**src/wgbl_pkg.sv**
```systemverilog
// shared types and constants of the wrapped Gaussian bearing likelihood block
`default_nettype none

package wgbl_pkg;

    // configuration port
    localparam int CFG_DATA_W = 16;
    localparam int CFG_ADDR_W = 3;

    localparam logic [CFG_ADDR_W-1:0] CFG_CAMERA_CENTER     = 3'd0;
    localparam logic [CFG_ADDR_W-1:0] CFG_DEGREES_PER_PIXEL = 3'd1;
    localparam logic [CFG_ADDR_W-1:0] CFG_CAMERA_HEADING    = 3'd2;
    localparam logic [CFG_ADDR_W-1:0] CFG_SPREAD_VARIANCE   = 3'd3;
    localparam logic [CFG_ADDR_W-1:0] CFG_PEAK_SCALE        = 3'd4;

    // field widths
    localparam int BIN_W   = 9;
    localparam int ANGLE_W = 16;
    localparam int DIST_W  = 15;
    localparam int VAR_W   = 16;
    localparam int QUOT_W  = 20;
    localparam int LIK_W   = 16;
    localparam int M_DATA_W = LIK_W + ANGLE_W;

    // full turn in Q9.7 degrees
    localparam logic [ANGLE_W-1:0] TURN_Q7 = 16'd46080;

    // bearing stage result
    typedef struct packed {
        logic               valid;
        logic [DIST_W-1:0]  arc;
        logic [ANGLE_W-1:0] bearing;
    } wgbl_geo_t;

    // divider result
    typedef struct packed {
        logic               valid;
        logic               zero;
        logic [QUOT_W-1:0]  quot;
        logic [ANGLE_W-1:0] bearing;
    } wgbl_ratio_t;

endpackage

`default_nettype wire

```
**src/wgbl_divider.sv**
```systemverilog
// squared distance and pipelined restoring division by the variance
`default_nettype none

module wgbl_divider (
    input  wire                          aclk,
    input  wire                          aresetn,
    input  wire                          en,
    input  wgbl_pkg::wgbl_geo_t          geo_in,
    input  wire  [wgbl_pkg::VAR_W-1:0]   var_eff,
    output wgbl_pkg::wgbl_ratio_t        ratio_out
);

    localparam int QW = wgbl_pkg::QUOT_W;
    localparam int NW = 30;
    localparam int CW = wgbl_pkg::VAR_W + QW;

    logic                          valid_reg [0:QW];
    logic                          zero_reg  [0:QW];
    logic [NW-1:0]                 rem_reg   [0:QW];
    logic [QW-1:0]                 quot_reg  [0:QW];
    logic [wgbl_pkg::ANGLE_W-1:0]  bear_reg  [0:QW];

    // stage 0: numerator 2*d^2 and the exponent range check
    logic [NW-1:0] sq;
    logic [NW-1:0] num_next;
    logic          zero_next;

    always_comb begin
        sq        = {{(NW-wgbl_pkg::DIST_W){1'b0}}, geo_in.arc}
                  * {{(NW-wgbl_pkg::DIST_W){1'b0}}, geo_in.arc};
        num_next  = {sq[NW-2:0], 1'b0};
        zero_next = {{(CW-NW){1'b0}}, num_next} >= {var_eff, {QW{1'b0}}};
    end

    always_ff @(posedge aclk) begin
        if (!aresetn) begin
            valid_reg[0] <= 1'b0;
        end else if (en) begin
            valid_reg[0] <= geo_in.valid;
        end
        if (en) begin
            zero_reg[0] <= zero_next;
            rem_reg[0]  <= num_next;
            quot_reg[0] <= '0;
            bear_reg[0] <= geo_in.bearing;
        end
    end

    // one quotient bit per stage, most significant first
    for (genvar k = 1; k <= QW; k++) begin : g_step
        localparam int J = QW - k;
        logic [CW-1:0] dvs;
        logic          ge;
        logic [NW-1:0] rem_next;
        logic [QW-1:0] quot_next;

        always_comb begin
            dvs       = {{QW{1'b0}}, var_eff} << J;
            ge        = {{(CW-NW){1'b0}}, rem_reg[k-1]} >= dvs;
            rem_next  = ge ? NW'({{(CW-NW){1'b0}}, rem_reg[k-1]} - dvs) : rem_reg[k-1];
            quot_next = {quot_reg[k-1][QW-2:0], ge};
        end

        always_ff @(posedge aclk) begin
            if (!aresetn) begin
                valid_reg[k] <= 1'b0;
            end else if (en) begin
                valid_reg[k] <= valid_reg[k-1];
            end
            if (en) begin
                zero_reg[k] <= zero_reg[k-1];
                rem_reg[k]  <= rem_next;
                quot_reg[k] <= quot_next;
                bear_reg[k] <= bear_reg[k-1];
            end
        end
    end

    always_comb begin
        ratio_out.valid   = valid_reg[QW];
        ratio_out.zero    = zero_reg[QW];
        ratio_out.quot    = quot_reg[QW];
        ratio_out.bearing = bear_reg[QW];
    end

endmodule

`default_nettype wire

```
**config.mk**
```make
export PLATFORM = sky130hd
export DESIGN_NAME = wgbl_divider
export DESIGN_NICKNAME = d
export VERILOG_FILES = /design/src/wgbl_pkg.sv /design/src/wgbl_divider.sv
export SDC_FILE = /design/constraint.sdc
export NUM_CORES = 2
export LEC_CHECK = 0
export ABC_CLOCK_PERIOD_IN_PS = 9000
export BUFFER_PORTS_ARGS = -buffer_cell sky130_fd_sc_hd__buf_2
export CAP_MARGIN = 20
export CORE_MARGIN = 3
export CORE_UTILIZATION = 45
export CTS_CLUSTER_DIAMETER = 50
export CTS_CLUSTER_SIZE = 8
export DETAILED_ROUTE_END_ITERATION = 16
export GPL_ROUTABILITY_DRIVEN = 0
export PLACE_DENSITY = 0.64
export RECOVER_POWER = 50
export SLEW_MARGIN = 20
export SYNTH_ARGS = -nofsm -noshare
export SYNTH_HDL_FRONTEND = slang
export SYNTH_SLANG_ARGS = --single-unit
```
**constraint.sdc**
```tcl
create_clock -name aclk -period 9 [get_ports aclk]
set_clock_uncertainty 0.2 [all_clocks]
set_input_delay 0.9 -clock aclk [delete_from_list [all_inputs] [get_ports aclk]]
set_output_delay 0.9 -clock aclk [all_outputs]
set_load 0.02 [all_outputs]
```
After elaboration in Yosys (flattened, before gate mapping)
Memory sizes are Yosys's and may differ from the RTL's.
Index checks and enable logic that the tools add are counted.
- memory bits (writable): 1428
- input port bits: 51
- memories: 5
- flip-flop bits (word level): 0
- word-level logic and storage cells: 114
- multiply operators: 1
- multiplexer cells: 46
- $add $sub $neg: 20
- magnitude comparators: 21
- bitwise operators: 21
- memories (memory ; words ; bits a word ; rd ports ; clocked after memory_dff ; wr ports ; RTL line ; RTL):
    rem_reg ; 21 ; 30 ; 20 ; 0 ; 21 ; wgbl_divider.sv:19 ; logic [NW-1:0] rem_reg [0:QW];
    quot_reg ; 21 ; 20 ; 21 ; 0 ; 21 ; wgbl_divider.sv:20 ; logic [QW-1:0] quot_reg [0:QW];
    bear_reg ; 21 ; 16 ; 21 ; 0 ; 21 ; wgbl_divider.sv:21 ; logic [wgbl_pkg::ANGLE_W-1:0] bear_reg [0:QW];
    valid_reg ; 21 ; 1 ; 21 ; 0 ; 21 ; wgbl_divider.sv:17 ; logic valid_reg [0:QW];
    zero_reg ; 21 ; 1 ; 21 ; 0 ; 21 ; wgbl_divider.sv:18 ; logic zero_reg [0:QW];
- operators by type and width (kind ; count):
    $mux 30 ; 20
    $sub 30x30->30 ; 6
    $ge 30x36->1 ; 1
    $ge 30x35->1 ; 1
    $ge 30x34->1 ; 1
    $ge 30x33->1 ; 1
    $ge 30x32->1 ; 1
    $ge 30x31->1 ; 1
    $ge 30x16->1 ; 1
    $ge 30x17->1 ; 1
    $ge 30x18->1 ; 1
    $ge 30x19->1 ; 1
    $ge 30x20->1 ; 1
    $ge 30x21->1 ; 1
    $ge 30x22->1 ; 1
    $ge 30x23->1 ; 1
    $ge 30x24->1 ; 1
    $ge 30x25->1 ; 1
    $ge 30x26->1 ; 1
    $ge 30x27->1 ; 1
    $ge 30x28->1 ; 1
    $ge 30x29->1 ; 1
    $ge 30x30->1 ; 1
    $sub 30x16->30 ; 1
    16 further kinds ; 61

Longest topological paths before layout
- word-level depth: 4
- mapped depth: 33
- mapped depth without buffers: 32

Worst setup path before layout
Ideal clock, no wire load.
- kind: input-to-reg
- start point: input port geo_in[20] (netlist bit)
- end point: memory zero_reg[0], data pin
- setup time: 0.169 ns
- stages on the path: 29
- arrival time: 7.438 ns
- path slack: 1.193 ns
- cell sequence: clkbuf_1 -> nand2_1 -> fa_1 -> inv_1 -> fa_1 -> fa_1 -> fa_1 -> fa_1 -> inv_1 -> fa_1 -> inv_1 -> ha_1 -> clkbuf_1 -> a21o_1 -> a21oi_1 -> o22ai_1 -> a311oi_1 -> o21bai_1 -> a21o_1 -> a21oi_1 -> a21oi_1 -> xor2_1 -> ha_1 -> nand4_1 -> nor3b_1 -> nand4_1 -> nor3_1 -> nand3_1 -> o31ai_1
- RTL lines (what ; RTL line ; RTL):
    from (decl) ; wgbl_divider.sv:8 ; input wgbl_pkg::wgbl_geo_t geo_in,
    to (decl) ; wgbl_divider.sv:18 ;

==> results.json <==
{
  "status": "finished with violations",
  "violations": "capacitance limit, slew limit",
  "clk_latency_ns": 0.78,
  "port_buffers": 88,
  "rr_startpoint": "rem_reg[0][106]",
  "cts.sinks": 1150,
  "cts_resized": 0,
  "syn_avg_cell_area_um2": 12.9,
  "synth_nets": 5268,
  "via_per_inst": 5.45,
  "synthToLayoutAreaGrowth_pct": 12.9,
  "yosysMostFrequentCell": "edfxtp_1",
  "vdd_ir_drop_max_mv": 0.365,
  "fillers": 11200,
  "worst_pin_slew_ns": 4.72,
  "drv_cap": 6,
  "routed_wl_um": 126000,
  "cts_setup_buffers": 0,
  "placementRows": 133,
  "largest_register_ff_count": 562,
  "path_class": "primary input to register",
  "wl_per_cell_um": 18.9,
  "ant_nets": 0,
  "internal_power_mw": 14.7,
  "cts_root_buffer": "clkbuf_16",
  "yosys.area.top_type": "edfxtp_1",
  "drive_above_1_share_pct": 9.61,
  "clock_path_buffers": 3,
  "nets": 5489,
  "dp_slack_ns": 0.587,
  "seqPwrFrac_pct": 35.5,
  "first_pass_iters": 6,
  "fin_crit_sh_pct": 88.2,
  "cts_max_level": 4,
  "grt_use_total_pct": 18.4,
  "synthTopCellsByArea": "edfxtp_1 58%, ha_1 8.3%, fa_1 5.2%",
  "critPathMaxFanout": 17,
  "comb_power_share_pct": 38.1,
  "netlist.area_leader.share_pct": 57.5,
  "grt_first_pass_wirelength_um": 198000,
  "numCtsBuffers": 175,
  "fin_area_mm2": 0.0677,
  "net-switching-power_mw": 7.82,
  "antenna_found_initial": 5,
  "hold_buffers": 0,
  "worstSetupStartpointType": "primary input",
  "pin_count": 89,
  "hold_start": "geo_in[1]",
  "die-area_mm2": 0.138,
  "period_needed_ns": 7.94,
  "timing.final.ws_setup_ns": 1.06,
  "placed_cells": 6459,
  "hold_end": "bear_reg[0][1]",
  "async_flop_share_pct": 0,
  "fin_total_pwr_mw": 22.5,
  "yosys_warnings": 0,
  "drc": 0,
  "leakage_nw": 26.2,
  "crit_top_cell": "fa_1",
  "max_freq_mhz": 126,
  "power_switching_share_pct": 34.7,
  "critPathMaxStageDelay_ns": 0.65,
  "grt_overflow_total": 0,
  "crit_arrival_ns": 8.33,
  "hold_path.class": "primary input to register",
  "ys_types": 84,
  "reg2regPathDepth": 12,
  "ys_dominant_reg_cell": "edfxtp_1",
  "holdPathStages": 1,
  "rsz0062_at_grt": "false",
  "cp-end-kind": "register",
  "totalNegativeSetupSlack_ns": 0,
  "ff2ff_setup_slack_ns": 5.00,
  "place_area_mm2": 0.0627,
  "critPathRequiredTime_ns": 9.39,
  "core_region_area_mm2": 0.132,
  "path_clk_slew_ns": 0.05,
  "start_util_pct": 45.5,
  "cts_tree": "built",
  "grt_pass1_vias": 36100,
  "dp_hpwl_um": 86700,
  "synth_edf_count": 1149,
  "synth_area_mm2": 0.0600,
  "fp.dieH_um": 371,
  "via_count": 36500,
  "hold_violations": 0,
  "r2r-end": "rem_reg[0][141]",
  "drt_iter0_markers": 2625,
  "synthTopCellsByCount": "1149 x edfxtp_1, 400 x ha_1, 322 x inv_1, 322 x nand2_1, 292 x a21oi_1",
  "pwr-share-clk_pct": 26.4,
  "drv_slew": 506,
  "relSlewSlack_pct": -214,
  "syn_inst": 4660,
  "synth_seq_cells": 1150,
  "yosysSeqAreaShare_pct": 57.5,
  "setup_viol": 0,
  "fin_cells": 6701,
  "pwr_density_cell_mw_per_mm2": 333,
  "crit_slowest_cell": "clkbuf_1",
  "grt_max_degree": 159,
  "fp.dieW_um": 371
}
==> layer usage <==
metal / up-vias / routed length (µm) / global-route usage (%)
met5: - / 47 / 0
met4: 6 / 4600 / 7.31
met3: 276 / 5920 / 3.19
met2: 860 / 61200 / 30.6
met1: 17700 / 54700 / 24.0
li1: 17700 / - / -
==> cell families (layout without fill, tap and decap cells) <==
kind of cell | Yosys count | after routing | share of synthesized area (%)
AOI/OAI and AO/OA | 928 | 928 | 9.63
xor gates and xnor gates | 322 | 322 | 4.70
adders and majority gates | 557 | 557 | 13.6
buffers and inverters | 409 | 692 | 2.62
DFF | 1150 | 1150 | 57.5
muxes | 109 | 109 | 1.99
other | 0 | 3 | 0
and+or+nand+nor | 1185 | 1185 | 9.93
==> worst max path at each step <==
stage / startpoint / endpoint / slack, ns
floorplan: geo_in[20] / zero_reg[0] / 1.19
global placement: geo_in[17] / zero_reg[0] / 0.69
detailed placement: geo_in[17] / zero_reg[0] / 0.59
CTS: geo_in[17] / zero_reg[0] / 1.39
global route: geo_in[16] / zero_reg[0] / 0.67
finish: geo_in[16] / zero_reg[0] / 1.06
==> cell usage in the layout (no fill, tap or decap), types with 53 or more instances in the layout <==
master / instances
a21oi_1: 292
inv_1: 322
fa_1: 157
mux2_2: 81
o21ai_0: 248
nor2_1: 272
nand2_1: 322
edfxtp_1: 1149
clkbuf_16: 176
nand2b_1: 58
nor4_1: 53
a21o_1: 105
and2_1: 60
nor3_1: 68
nor2b_1: 63
xor2_1: 124
xnor2_1: 198
nand3_1: 68
ha_1: 400
buf_2: 81
==> power groups by stage <==
stage	logic [mW]	clock network, mW	registers [mW]
3_3_place_gp	8.33	0	8.06
6_report	8.59	5.95	7.99
4_1_cts	8.58	6.14	7.99
3_5_place_dp	8.51	0	8.08
2_1_floorplan	6.53	0	7.79
5_1_grt	9.68	6.39	8.08
==> worst max-delay path, delay by kind of cell <==
family	cells	cell delay, ns
simple gates	6	0.89
compound gates	9	1.78
buf+inv	4	0.79
fa+ha+maj	8	3.79
xor+xnor	1	0.17
==> cell type report <==
cell class	count	area (µm²)	share of cell area, %
multi-input cells	3101	23900	35.3
flip-flops and latches	1150	34500	51.0
diodes	3	7.51	0.0111
well taps	1755	2200	3.24
clock buffers	196	4490	6.63
inverters	323	1210	1.79
clock inverters	43	627	0.925
repair buffers	130	756	1.12
==> per-stage QoR <==
step / hold slack (ns) / utilization, %
3_3_place_gp: 0.200 / 47.5
6_report: 0.112 / 51.3
2_1_floorplan: 0.200 / -
3_5_place_dp: 0.205 / 47.5
5_1_grt: 0.0504 / 51.3
4_1_cts: 0.0289 / 51.4
No activity file was read; power rests on OpenSTA's default activity.
