`config.mk`:
```
export PLATFORM = sky130hd
export DESIGN_NAME = wgbl_bearing
export DESIGN_NICKNAME = d
export VERILOG_FILES = /design/src/wgbl_pkg.sv /design/src/wgbl_bearing.sv
export SDC_FILE = /design/constraint.sdc
export NUM_CORES = 1
export LEC_CHECK = 0
export BUFFER_PORTS_ARGS = -buffer_cell sky130_fd_sc_hd__buf_2
export CAP_MARGIN = 20
export CELL_PAD_IN_SITES_DETAIL_PLACEMENT = 1
export CELL_PAD_IN_SITES_GLOBAL_PLACEMENT = 2
export CORE_MARGIN = 3
export CORE_UTILIZATION = 39
export CTS_BUF_LIST = sky130_fd_sc_hd__clkbuf_8
export CTS_CLUSTER_DIAMETER = 60
export DETAILED_ROUTE_END_ITERATION = 10
export GPL_ROUTABILITY_DRIVEN = 1
export HOLD_SLACK_MARGIN = 0.1
export PLACE_DENSITY = 0.75
export SYNTH_ARGS = -nofsm -noshare
export SYNTH_HDL_FRONTEND = slang
export SYNTH_SLANG_ARGS = --single-unit
```
`constraint.sdc`:
```
create_clock -name aclk -period 7.9 [get_ports aclk]
set_clock_uncertainty 0.15 [all_clocks]
set_input_delay 1.185 -clock aclk [delete_from_list [all_inputs] [get_ports aclk]]
set_output_delay 1.185 -clock aclk [all_outputs]
set_load 0.02 [all_outputs]
```
`src/wgbl_pkg.sv`:
```
// shared types and constants of the wrapped Gaussian bearing likelihood block
`default_nettype none

package wgbl_pkg;

    // configuration port
    localparam int CFG_DATA_W = 16;
    localparam int CFG_ADDR_W = 3;

    localparam logic [CFG_ADDR_W-1:0] CFG_CAMERA_CENTER     = 3'd0;
    localparam logic [CFG_ADDR_W-1:0] CFG_DEGREES_PER_PIXEL = 3'd1;
    localparam logic [CFG_ADDR_W-1:0] CFG_CAMERA_HEADING    = 3'd2;
    localparam logic [CFG_ADDR_W-1:0] CFG_SPREAD_VARIANCE   = 3'd3;
    localparam logic [CFG_ADDR_W-1:0] CFG_PEAK_SCALE        = 3'd4;

    // field widths
    localparam int BIN_W   = 9;
    localparam int ANGLE_W = 16;
    localparam int DIST_W  = 15;
    localparam int VAR_W   = 16;
    localparam int QUOT_W  = 20;
    localparam int LIK_W   = 16;
    localparam int M_DATA_W = LIK_W + ANGLE_W;

    // full turn in Q9.7 degrees
    localparam logic [ANGLE_W-1:0] TURN_Q7 = 16'd46080;

    // bearing stage result
    typedef struct packed {
        logic               valid;
        logic [DIST_W-1:0]  arc;
        logic [ANGLE_W-1:0] bearing;
    } wgbl_geo_t;

    // divider result
    typedef struct packed {
        logic               valid;
        logic               zero;
        logic [QUOT_W-1:0]  quot;
        logic [ANGLE_W-1:0] bearing;
    } wgbl_ratio_t;

endpackage

`default_nettype wire

```
`src/wgbl_bearing.sv`:
```
// bearing of the face center and circular distance to the requested bin
`default_nettype none

module wgbl_bearing #(
    parameter int PIXEL_BITS = 12
) (
    input  wire                          aclk,
    input  wire                          aresetn,
    input  wire                          en,
    input  wire                          in_valid,
    input  wire  [PIXEL_BITS-1:0]        face_left,
    input  wire  [PIXEL_BITS-1:0]        face_width,
    input  wire  [wgbl_pkg::BIN_W-1:0]   bin_angle,
    input  wire  [PIXEL_BITS-1:0]        camera_center,
    input  wire  [15:0]                  degrees_per_pixel,
    input  wire  [8:0]                   camera_heading,
    output wgbl_pkg::wgbl_geo_t          geo_out
);

    localparam int DW = PIXEL_BITS + 2;      // signed pixel offset
    localparam int UW = PIXEL_BITS + 19;     // offset angle, Q.12
    localparam int VW = UW - 15;             // angle in units of 2^15
    localparam int QW = PIXEL_BITS - 1;      // whole turns
    localparam int RK = PIXEL_BITS + 10;     // reciprocal shift
    localparam int RW = PIXEL_BITS + 5;      // reciprocal width
    localparam longint unsigned TURN_Q12 = 64'd1474560;
    localparam longint unsigned OFS_TURNS = ((64'd1 << (PIXEL_BITS + 16)) / TURN_Q12) + 64'd1;
    localparam longint unsigned OFS = OFS_TURNS * TURN_Q12 + TURN_Q12;
    localparam longint unsigned RECIP = ((64'd1 << RK) + 64'd44) / 64'd45;
    localparam logic [UW:0] OFS_EXT = (UW+1)'(OFS);
    localparam logic [RW-1:0] RECIP_C = RW'(RECIP);

    // stage 1: box center minus image center
    logic                        v1_reg;
    logic signed [DW-1:0]        delta_reg, delta_next;
    logic [wgbl_pkg::BIN_W-1:0]  bin1_reg;
    logic [PIXEL_BITS:0]         center;

    always_comb begin
        center = {1'b0, face_left} + {2'b0, face_width[PIXEL_BITS-1:1]};
        delta_next = $signed({1'b0, center}) - $signed({2'b0, camera_center});
    end

    always_ff @(posedge aclk) begin
        if (!aresetn) begin
            v1_reg <= 1'b0;
        end else if (en) begin
            v1_reg <= in_valid;
        end
        if (en) begin
            delta_reg <= delta_next;
            bin1_reg  <= bin_angle;
        end
    end

    // stage 2: scale to degrees, add heading and a positive turn offset
    logic                        v2_reg;
    logic [UW-1:0]               u_reg, u_next;
    logic [wgbl_pkg::BIN_W-1:0]  bin2_reg;
    logic signed [UW-1:0]        prod;
    logic signed [UW:0]          prod_ext, acc;
    logic [UW:0]                 hd_ext;

    always_comb begin
        prod     = delta_reg * $signed({1'b0, degrees_per_pixel});
        prod_ext = (UW+1)'(prod);
        hd_ext   = (UW+1)'({camera_heading, 12'b0});
        acc      = prod_ext + $signed(OFS_EXT) + $signed(hd_ext);
        u_next   = acc[UW-1:0];
    end

    always_ff @(posedge aclk) begin
        if (!aresetn) begin
            v2_reg <= 1'b0;
        end else if (en) begin
            v2_reg <= v1_reg;
        end
        if (en) begin
            u_reg    <= u_next;
            bin2_reg <= bin1_reg;
        end
    end

    // stage 3: whole turns by reciprocal of 45 (one turn is 45 * 2^15)
    logic                        v3_reg;
    logic [QW-1:0]               q_reg, q_next;
    logic [VW-1:0]               vh_reg;
    logic [14:0]                 low_reg;
    logic [wgbl_pkg::BIN_W-1:0]  bin3_reg;
    logic [VW+RW-1:0]            qprod;

    always_comb begin
        qprod  = {{RW{1'b0}}, u_reg[UW-1:15]} * {{VW{1'b0}}, RECIP_C};
        q_next = qprod[RK +: QW];
    end

    always_ff @(posedge aclk) begin
        if (!aresetn) begin
            v3_reg <= 1'b0;
        end else if (en) begin
            v3_reg <= v2_reg;
        end
        if (en) begin
            q_reg    <= q_next;
            vh_reg   <= u_reg[UW-1:15];
            low_reg  <= u_reg[14:0];
            bin3_reg <= bin2_reg;
        end
    end

    // stage 4: remainder of the turn, truncated to Q9.7 (45q = 32q + 8q + 4q + q)
    logic                          v4_reg;
    logic [wgbl_pkg::ANGLE_W-1:0]  bearing4_reg, bearing4_next;
    logic [wgbl_pkg::BIN_W-1:0]    bin4_reg;
    logic [VW-1:0]                 rem_full;
    logic [20:0]                   angle;

    always_comb begin
        rem_full      = vh_reg - VW'({1'b0, q_reg, 5'b0} + {3'b0, q_reg, 3'b0}
                                     + {4'b0, q_reg, 2'b0} + {6'b0, q_reg});
        angle         = {rem_full[5:0], low_reg};
        bearing4_next = angle[20:5];
    end

    always_ff @(posedge aclk) begin
        if (!aresetn) begin
            v4_reg <= 1'b0;
        end else if (en) begin
            v4_reg <= v3_reg;
        end
        if (en) begin
            bearing4_reg <= bearing4_next;
            bin4_reg     <= bin3_reg;
        end
    end

    // stage 5: shortest circular distance to the bin
    wgbl_pkg::wgbl_geo_t           geo_reg, geo_next;
    logic signed [17:0]            diff_raw;
    logic [wgbl_pkg::ANGLE_W-1:0]  diff, alt;

    always_comb begin
        diff_raw = $signed({2'b0, bin4_reg, 7'b0}) - $signed({2'b0, bearing4_reg});
        if (diff_raw < 0) begin
            diff = 16'(diff_raw + $signed({2'b0, wgbl_pkg::TURN_Q7}));
        end else if (diff_raw >= $signed({2'b0, wgbl_pkg::TURN_Q7})) begin
            diff = 16'(diff_raw - $signed({2'b0, wgbl_pkg::TURN_Q7}));
        end else begin
            diff = diff_raw[15:0];
        end
        alt = wgbl_pkg::TURN_Q7 - diff;
        geo_next.valid   = v4_reg;
        geo_next.arc     = (diff < alt) ? diff[14:0] : alt[14:0];
        geo_next.bearing = bearing4_reg;
    end

    always_ff @(posedge aclk) begin
        if (!aresetn) begin
            geo_reg.valid <= 1'b0;
        end else if (en) begin
            geo_reg.valid <= geo_next.valid;
        end
        if (en) begin
            geo_reg.arc     <= geo_next.arc;
            geo_reg.bearing <= geo_next.bearing;
        end
    end

    assign geo_out = geo_reg;

endmodule

`default_nettype wire

```
Word level (Yosys, flattened, before mapping)
Index checks and enable logic that the tools add are counted.

operators by class
  $add $sub $neg = 12
  $mul = 2
  divide/modulo/power cells = 0
  $lt $le $gt $ge = 3
  equality and inequality tests = 0
  shifts and indexed selects = 0
  muxes and demuxes = 3
  bitwise logic cells = 0
  reductions and logical operators = 0

operators with widths
  kind                                                                           count
  16-bit two-way mux                                                             2
  31-bit by 22-bit adder with 31-bit output                                      1
  31-bit by 30-bit adder with 31-bit output, second input constant               1
  14-bit by 17-bit multiplier with 31-bit output                                 1
  16-bit by 17-bit multiplier with 28-bit output, second input constant          1
  6-bit adder                                                                    3
  17-bit >= comparator, second input constant                                    1
  17-bit by 1-bit less-than comparator with 1-bit output, second input constant  1
  16-bit by 16-bit subtractor with 17-bit output                                 1
  16-bit adder, second input constant                                            1
  16-bit less-than comparator                                                    1
  16-bit subtractor, first input constant                                        1
  16-bit subtractor, second input constant                                       1
  15-bit two-way mux                                                             1
  13-bit by 12-bit subtractor with 14-bit output                                 1
  12-bit by 11-bit adder with 13-bit output                                      1
  6-bit subtractor                                                               1

word-level totals
  flip-flop bits (word level) = 160
  latch bits = 0
  bits in writable memories = 0
  memory bits (read-only) = 0
  input port bits = 74
  output and inout port bits = 32
  word-level logic and storage cells = 37
  memories kept = 0

Depth between registers and ports, before layout
Gate-level depths: netlist of the first run.

  depth after elaboration = 7
  mapped depth = 25
  mapped depth without buffers = 24

Worst setup path before layout of the first run
Ideal clock, no wire load.

  path kind = input-to-reg
  from = in degrees_per_pixel[2]
  to = reg u_reg[22] (data pin)
  library setup time = 258 ps
  arrival time = 6436 ps
  required time = 7492 ps
  setup slack = 1056 ps
  cell stages on the path = 23
  path buffers = 1
  cell sequence = clkbuf_1 > nand2_1 > fa_1 > inv_1 > fa_1 > ha_1 > ha_1 > inv_1 > fa_1 > fa_1 > inv_1 > ha_1 > a21o_1 > a21oi_1 > o21bai_1 > a21oi_1 > o21bai_1 > a21oi_1 > o21bai_1 > a2111oi_0 > o31ai_1 > a21oi_1 > xnor2_1

between the ends
  word-level cells in the longest chain between the ends = 3

RTL lines
  element                                         line                source
  start: declaration                              wgbl_bearing.sv:15  input wire [15:0] degrees_per_pixel,
  14-bit by 17-bit multiplier with 31-bit output  wgbl_bearing.sv:65  prod = delta_reg * $signed({1'b0, degrees_per_pixel});
  31-bit by 30-bit adder with 31-bit output       wgbl_bearing.sv:68  acc = prod_ext + $signed(OFS_EXT) + $signed(hd_ext);
  31-bit by 22-bit adder with 31-bit output       wgbl_bearing.sv:68
  named net acc[22]                               wgbl_bearing.sv:61  logic signed [UW:0] prod_ext, acc;
  end signal: assignment                          wgbl_bearing.sv:79  u_reg <= u_next;
  end: declaration                                wgbl_bearing.sv:58  logic [UW-1:0] u_reg, u_next;

The timed path passes the listed nets, and every way through them passes these cells.
A chain may end at the register's enable or synchronous reset.

Worst setup path after layout of the first run
  from = in degrees_per_pixel[4]
  to = reg u_reg[26] (data pin)

The elaborated chain is that of the path after synthesis.

==> run_results.csv, run 1 <==
group,metric,value,unit
hold_path,min_from,"low_reg[12]",
grt,first_global_vias,14700,
clocking,clkTransAtPathRegs,0.09,ns
die,pin_count,106,
routing,totalWireLength,44800,µm
die,start_util,39.7,%
clocking,cts_buffers,17,
timing,setup_viol,0,
yosys,synth_common_cells,"inv_1 (464), ha_1 (276), fa_1 (272), nand2_1 (156), edfxtp_1 (144)",
clocking,hold_buffers,0,
routing,ant_nets,0,
die,dieArea,0.0528,mm²
yosys,yosysUniqueCellTypes,78,
clocking,clk_latency,0.52,ns
die,dieHeight,230,µm
cells_and_area,area_delta_synth_final,8.21,%
hold_path,min_to,"bearing4_reg[7]",
yosys,synth-async-reset-ratio,0,%
timing,maxSlewViolCount,0,
critical_path,critPathRequiredTime,8.13,ns
critical_path,cp_cell_sequence,"buf_2 -> nand2_1 -> fa_1 -> inv_1 -> fa_1 -> ha_1 -> ha_1 -> inv_1 -> fa_1 -> fa_1 -> inv_1 -> ha_1 -> a21o_1 -> a21oi_1 -> o21bai_1 -> a21oi_1 -> o21bai_1 -> a21oi_1 -> o21bai_1 -> a21oi_1 -> o21ai_0 -> or4_1 -> nand4_1",
yosys,syn-instance-count,1904,
critical_path,cp-end-kind,"flip-flop",
place,dpl-instance-area,0.0207,mm²
die,num_rows,81,
timing,slew-limit-headroom,36.5,%
cells_and_area,final_util,42.9,%
timing,min_period_over_period,88.6,%
yosys,synth_top_area_share,27.9,%
clocking,h-tree-depth,4,
clocking,tritoncts,"yes",
yosys,synth_fp_nets,2526,
place,gp_congestion,0.847,
critical_path,start_kind,"input pin",
die,die_width,230,µm
yosys,synth-seq-cells,149,
routing,vias_per_cell,4.90,
yosys,synth_area_per_cell,10.3,µm²
critical_path,worst_path_max_delay_cell,"fa_1",
timing,hold_violations,0,
critical_path,r2r-end,"u_reg[26]",
routing,post_drt_wl_per_cell,16.8,µm
grt,grt_max_degree,84,
grt,track_usage,17.9,%
routing,drc,0,
cells_and_area,drive_gt1_share,8.40,%
cells_and_area,layout.nets,2608,
yosys,yosysTopAreaCell,"fa_1",
cells_and_area,final_area,0.0211,mm²
place,dpl.cell_count,2631,
die,coreArea,0.0493,mm²
critical_path,rrSetupSlack,1.01,ns
clocking,clockBufferDepth,2,
critical_path,worstPathMaxFanout,14,
timing,worstMarginPinSlew,0.946,ns
yosys,synth_edf_count,144,
clocking,cts_root_buffer,"clkbuf_8",
run_status,status,"complete, no violations",
place,portBuffers,104,
job,maxCapViolCount,0,
place,dp_hpwl,37100,µm
cells_and_area,final_cells,2664,
yosys,synth_area,0.0195,mm²
grt,grt_antenna_before_repair,1,
clocking,postCtsSetupRepairBufs,0,
grt,grt_pass1_wl,75500,µm
yosys,yosysMostFrequentCell,"inv_1",
clocking,cts_sinks,149,
yosys,ys_warn_count,0,
yosys,synth-seq-area-share,22.6,%
routing,dr.pass1.iters,4,
critical_path,max_stage_delay,0.55,ns
cells_and_area,largest_register_ffs,31,
routing,drt_iter0_markers,372,
yosys,synth-main-ff-cell,"edfxtp_1",
clocking,cts.repair.resized,0,
hold_path,whs_path_depth,0,
critical_path,worstReg2RegStart,"delta_reg[3]",
timing,rsz0062_at_grt,"false",
critical_path,reg2reg_depth,22,
grt,grt-ovfl-total,0,
timing,period_needed,7.00,ns
critical_path,crit_type,"in -> reg",
timing,clock.fmax,143,MHz
critical_path,arrival,7.23,ns
routing,vias,13100,
yosys,ys_top_cells_by_area,"fa_1 (28%), edfxtp_1 (22%), ha_1 (18%)",
hold_path,hold_path.class,"reg -> reg",
timing,tns,0,ns
## layer usage
| layer | share of wire (%) | global-route usage (%) | wire length, µm | up-vias |
|---|---|---|---|---|
| li1 | - | - | - | 6230 |
| met4 | 1.5 | 4.11 | 678 | 0 |
| met3 | 2.7 | 2.63 | 1210 | 40 |
| met2 | 51 | 31.7 | 22600 | 156 |
| met1 | 45 | 23.2 | 20300 | 6625 |
| met5 | 0 | 0 | 0 | - |
## worst max-delay path: cells and delay by family
kind                     cells  cell delay (ns)
AO/OA/AOI/OAI                9             1.89
AND/OR/NAND/NOR              3             0.67
buffers and inverters        4             0.46
adder cells (fa/ha/maj)      7             3.01
## cell usage in the layout (no fill, tap or decap), types with 6 or more instances in the layout
| cell | synthesis | routed |
|---|---|---|
| nand4_1 | 11 | 11 |
| xor2_1 | 17 | 17 |
| fa_1 | 272 | 272 |
| a21boi_0 | 6 | 6 |
| a21o_1 | 13 | 13 |
| inv_1 | 464 | 464 |
| o211ai_1 | 6 | 6 |
| and2_1 | 84 | 84 |
| o31ai_1 | 7 | 7 |
| mux2i_1 | 13 | 13 |
| nand2_1 | 156 | 156 |
| a21oi_1 | 54 | 54 |
| ha_1 | 276 | 276 |
| nand2b_1 | 18 | 18 |
| nor3_1 | 16 | 16 |
| buf_2 | 3 | 103 |
| nor4_1 | 6 | 6 |
| xnor2_1 | 56 | 56 |
| edfxtp_1 | 144 | 144 |
| a31oi_1 | 8 | 8 |
| o21bai_1 | 10 | 10 |
| clkbuf_8 | 0 | 17 |
| nor2_1 | 53 | 53 |
| nor2b_1 | 18 | 18 |
| o21a_1 | 9 | 9 |
| o21ai_0 | 39 | 39 |
## final cells by class
type                            count  area (µm²)
Fill cell                        5595       28100
Multi-Input combinational cell   1246       13200
Sequential cell                   149        4420
Inverter                          464        1740
Tap cell                          664         831
Timing Repair Buffer              108         557
Clock buffer                       17         234
Clock inverter                     15         164
Antenna cell                        1        2.50
## logic make-up after synthesis
group / synth area share, %
fa+ha+maj: 45.5
buf+inv: 9.85
simple gates: 10.5
compound gates: 6.93
flops: 22.6
xor+xnor: 3.27
mux: 1.27
## worst max path at each step
stage | start | endpoint | slack [ns] | cells past startpoint
3_3_place_gp | degrees_per_pixel[2] | u_reg[26] | 0.42 | 23
5_1_grt | degrees_per_pixel[2] | u_reg[26] | 0.55 | 23
3_5_place_dp | degrees_per_pixel[2] | u_reg[26] | 0.32 | 23
6_report | degrees_per_pixel[4] | u_reg[26] | 0.90 | 23
4_1_cts | degrees_per_pixel[2] | u_reg[26] | 0.86 | 23
2_1_floorplan | degrees_per_pixel[2] | u_reg[22] | 1.06 | 23
## per-stage QoR
stage / hold WS [ns] / setup slack, ns
after floorplan: 0.250 / 1.06
after global placement: 0.251 / 0.416
after CTS: 0.259 / 0.859
final: 0.260 / 0.900
after detailed placement: 0.255 / 0.320
after global routing: 0.275 / 0.550
Power of run 1 is left out: the tool's default activity adds up to more than one toggle a clock period on the data nets, which glitch-free logic cannot reach.
==> run 2, diff against run 1 <==
==> constraint.sdc (replaced) <==
create_clock -name aclk -period 7.3 [get_ports aclk]
set_clock_uncertainty 0.15 [all_clocks]
set_input_delay 1.095 -clock aclk [delete_from_list [all_inputs] [get_ports aclk]]
set_output_delay 1.095 -clock aclk [all_outputs]
set_load 0.02 [all_outputs]
==> run_results.csv, run 2 (synthesis results as in run 1) <==
group,metric,value,unit
critical_path,rrSetupSlack,0.64,ns
critical_path,worstPathMaxFanout,12,
cells_and_area,final_cells,2685,
routing,dr.pass1.iters,6,
routing,vias,13000,
cells_and_area,layout_commonest_cell,"inv_1",
run_status,status,"complete, no violations",
die,coreArea,0.0493,mm²
timing,setup_viol,0,
routing,totalWireLength,44300,µm
hold_path,hold_path.class,"reg -> reg",
die,num_rows,81,
job,maxCapViolCount,0,
timing,tns,0,ns
cells_and_area,layout.nets,2630,
critical_path,crit_type,"in -> reg",
critical_path,arrival,6.84,ns
routing,drt_iter0_markers,399,
clocking,cts_root_buffer,"clkbuf_8",
clocking,clk_latency,0.51,ns
clocking,hold_buffers,0,
clocking,postCtsSetupRepairBufs,0,
die,start_util,39.7,%
cells_and_area,drive_gt1_share,9.46,%
clocking,cts_sinks,149,
routing,ant_nets,0,
grt,grt_max_degree,91,
clocking,clkTransAtPathRegs,0.09,ns
place,dp_hpwl,37800,µm
critical_path,start_kind,"input pin",
place,dpl.cell_count,2653,
place,portBuffers,104,
place,gp_congestion,0.843,
timing,rsz0062_at_grt,"false",
clocking,cts.repair.resized,0,
grt,grt_pass1_wl,75300,µm
critical_path,cp-end-kind,"flip-flop",
timing,min_period_over_period,92.2,%
timing,clock.fmax,149,MHz
grt,grt-ovfl-total,0,
timing,slew-limit-headroom,40.3,%
routing,drc,0,
routing,post_drt_wl_per_cell,16.5,µm
clocking,h-tree-depth,4,
die,die_width,230,µm
grt,track_usage,17.8,%
cells_and_area,largest_register_ffs,31,
timing,period_needed,6.73,ns
critical_path,critPathRequiredTime,7.42,ns
die,pin_count,106,
cells_and_area,final_cell_mix,"inv_1 (465), ha_1 (276), fa_1 (272), nand2_1 (156), edfxtp_1 (144)",
die,dieArea,0.0528,mm²
timing,worst_slack,0.572,ns
cells_and_area,area_delta_synth_final,8.95,%
timing,worstMarginPinSlew,0.889,ns
grt,first_global_vias,14700,
timing,hold_violations,0,
place,post-place-ws,-0.0366,ns
clocking,clockBufferDepth,2,
grt,grt_antenna_before_repair,1,
timing,maxSlewViolCount,0,
clocking,cts_buffers,17,
routing,vias_per_cell,4.86,
die,dieHeight,230,µm
clocking,tritoncts,"yes",
## run 2: stage by stage
step	cell area, µm²	utilization (%)	hold WS [ns]
floorplan	19500	-	0.250
global placement	20900	42.5	0.250
detailed placement	20900	42.5	0.255
CTS	21300	43.2	0.265
global route	21300	43.2	0.268
finish	21300	43.2	0.268
## run 2: layout make-up
class,count,area (µm²)
clock buffer,17,234
antenna,1,2.50
multi-input combinational,1246,13200
timing repair buffer,130,722
inverter,464,1740
sequential,149,4420
clock inverter,14,144
tap,664,831
fill,5575,28000
## run 2: path summary, 6_finish.rpt
kind            endpoint                 start  cells after the start
max            u_reg[29]  degrees_per_pixel[6]                     23
min          low_reg[14]             u_reg[14]                      0
max reg2reg    u_reg[29]          delta_reg[6]                     21
min reg2reg  low_reg[14]             u_reg[14]                      0
## run 2: metal layers
layer | vias up | global-route usage [%] | part of all wire (%)
met5 | - | 0 | 0
met4 | 0 | 4.99 | 1.8
met3 | 40 | 2.50 | 2.6
met2 | 130 | 31.1 | 50
met1 | 6606 | 23.0 | 45
li1 | 6262 | - | -
## run 2: critical path: stages
cell,delay [ns]
buf_2,0.27
buf_4,0.18
nand2_1,0.07
fa_1,0.54
inv_1,0.05
fa_1,0.50
inv_1,0.05
fa_1,0.54
inv_1,0.05
fa_1,0.39
fa_1,0.54
inv_1,0.05
fa_1,0.53
inv_1,0.04
ha_1,0.24
nor4_1,0.51
a21oi_1,0.17
nand2_1,0.11
a21oi_1,0.05
o21ai_0,0.39
o21ai_0,0.17
a21oi_1,0.19
xnor2_1,0.08
Power of run 2 is left out for the same reason.
==> run 3, diff against run 2 <==
--- a/config.mk
+++ b/config.mk
@@ -5,10 +5,11 @@
 export SDC_FILE = /design/constraint.sdc
 export NUM_CORES = 1
 export LEC_CHECK = 0
-export BUFFER_PORTS_ARGS = -buffer_cell sky130_fd_sc_hd__buf_2
+export BUFFER_PORTS_ARGS = -buffer_cell sky130_fd_sc_hd__clkbuf_2
 export CAP_MARGIN = 20
 export CELL_PAD_IN_SITES_DETAIL_PLACEMENT = 1
 export CELL_PAD_IN_SITES_GLOBAL_PLACEMENT = 2
+export CORE_ASPECT_RATIO = 1.75
 export CORE_MARGIN = 3
 export CORE_UTILIZATION = 39
 export CTS_BUF_LIST = sky130_fd_sc_hd__clkbuf_8
@@ -17,6 +18,7 @@
 export GPL_ROUTABILITY_DRIVEN = 1
 export HOLD_SLACK_MARGIN = 0.1
 export PLACE_DENSITY = 0.75
+export REMOVE_ABC_BUFFERS = 1
 export SYNTH_ARGS = -nofsm -noshare
 export SYNTH_HDL_FRONTEND = slang
 export SYNTH_SLANG_ARGS = --single-unit
==> run_results.csv, run 3 (synthesis results as in run 1) <==
group,metric,value,unit
clocking,cts_buffers,17,
place,dp_hpwl,39600,µm
critical_path,cp-end-kind,"flip-flop",
clocking,tritoncts,"yes",
critical_path,worst-path-buf-inv,3,
clocking,postCtsSetupRepairBufs,0,
place,post-place-ws,0.0251,ns
routing,ant_nets,0,
job,maxCapViolCount,0,
grt,track_usage,18.0,%
critical_path,crit_type,"reg -> reg",
timing,whs,0.276,ns
cells_and_area,layout_commonest_cell,"inv_1",
hold_path,min_from,"bin1_reg[7]",
hold_path,min_to,"bin2_reg[7]",
critical_path,critPathRequiredTime,7.51,ns
cells_and_area,drive_gt1_share,9.91,%
clocking,cts.repair.resized,0,
place,portBuffers,104,
place,gp_congestion,0.843,
die,dieArea,0.0529,mm²
timing,maxSlewViolCount,0,
timing,setup_viol,0,
timing,worstMarginPinSlew,1.07,ns
routing,vias,13200,
critical_path,max_stage_delay,0.80,ns
routing,drt_iter0_markers,342,
place,dpl-instance-area,0.0210,mm²
cells_and_area,area_delta_synth_final,9.31,%
routing,totalWireLength,44800,µm
routing,top_layer_used,"met4",
timing,tns,0,ns
timing,hold_violations,0,
critical_path,r2r-end,"u_reg[26]",
cells_and_area,final_area,0.0214,mm²
grt,grt_pass1_wl,75900,µm
clocking,h-tree-depth,4,
timing,slew-limit-headroom,28.0,%
die,num_rows,107,
clocking,clkTransAtPathRegs,0.10,ns
clocking,hold_buffers,0,
critical_path,rrSetupSlack,0.57,ns
grt,grt-ovfl-total,0,
clocking,cts_root_buffer,"clkbuf_8",
critical_path,worst_path_max_delay_cell,"edfxtp_1",
critical_path,start_kind,"flip-flop",
die,coreArea,0.0491,mm²
cells_and_area,fill_cells,5579,
grt,grt_antenna_before_repair,1,
cells_and_area,largest_register_ffs,31,
hold_path,whs_path_depth,0,
routing,drc,0,
routing,dr.pass1.iters,4,
run_status,status,"complete, no violations",
die,die_width,175,µm
critical_path,cp_top_family,"adder cells",
critical_path,cp_cell_sequence,"nand2_1 -> fa_1 -> inv_1 -> fa_1 -> ha_1 -> ha_1 -> ha_1 -> inv_1 -> fa_1 -> inv_1 -> fa_1 -> a21o_1 -> a21oi_1 -> o21bai_1 -> a21oi_1 -> o21bai_1 -> a21oi_1 -> o21bai_1 -> a21oi_1 -> o21ai_0 -> or4_1 -> nand4_1",
die,pin_count,106,
critical_path,worstPathMaxFanout,16,
routing,dr_wl_met3,852,µm
clocking,clockBufferDepth,2,
timing,clock.fmax,149,MHz
routing,vias_per_cell,4.92,
timing,period_needed,6.73,ns
grt,first_global_vias,15500,
timing,min_period_over_period,92.2,%
die,start_util,39.8,%
cells_and_area,layout.nets,2637,
clocking,cts_sinks,149,
cells_and_area,final_cell_mix,"inv_1 (464), ha_1 (276), fa_1 (272), nand2_1 (156), edfxtp_1 (144)",
routing,wl_met1,16200,µm
critical_path,arrival,6.94,ns
critical_path,reg2reg_depth,22,
routing,post_drt_wl_per_cell,16.7,µm
hold_path,hold_path.class,"reg -> reg",
clocking,clk_latency,0.49,ns
critical_path,worstReg2RegStart,"delta_reg[4]",
die,dieHeight,302,µm
routing,route.met2.wl,26400,µm
timing,worst_slack,0.568,ns
grt,grt_max_degree,89,
timing,rsz0062_at_grt,"false",
## run 3: changes by cell type in the layout (fill, tap and decap cells not counted), moves of 2 or more
cell and change:
clkinv_4 -2, clkinv_8 +2, clkbuf_2 +103, buf_2 -103
buf_4 +7, inv_6 +3
## run 3: through the flow
stage,instances,util [%]
final,2683,43.5
after global routing,2683,43.5
after CTS,2682,43.5
after detailed placement,2650,42.6
after global placement,2650,42.6
after floorplan,1859,-
## run 3: cell type report
type | count | area, µm² | share of cell area [%]
diodes | 1 | 2.50 | 0.0117
clock buffers | 17 | 234 | 1.10
clock inverters | 15 | 168 | 0.785
inverters | 464 | 1740 | 8.15
multi-input cells | 1246 | 13200 | 61.8
flip-flops and latches | 149 | 4420 | 20.7
well taps | 654 | 818 | 3.83
repair buffers | 137 | 774 | 3.63
## run 3: layer usage
| metal | GRT usage [%] | up-vias |
|---|---|---|
| li1 | - | 6270 |
| met1 | 18.2 | 6682 |
| met2 | 37.3 | 183 |
| met3 | 1.78 | 75 |
| met4 | 6.05 | 0 |
| met5 | 0 | - |
## run 3: how the worst max path moves through the flow
| stage | from | endpoint | slack [ns] | cells after the start |
|---|---|---|---|---|
| after floorplan | degrees_per_pixel[2] | u_reg[22] | 0.84 | 22 |
| after global placement | degrees_per_pixel[15] | u_reg[22] | 0.12 | 20 |
| after detailed placement | degrees_per_pixel[15] | u_reg[28] | 0.03 | 20 |
| after CTS | u_reg[28] | q_reg[4] | 0.34 | 20 |
| after global routing | delta_reg[4] | u_reg[18] | 0.04 | 22 |
| final | delta_reg[4] | u_reg[26] | 0.57 | 22 |
Power of run 3 is left out for the same reason.
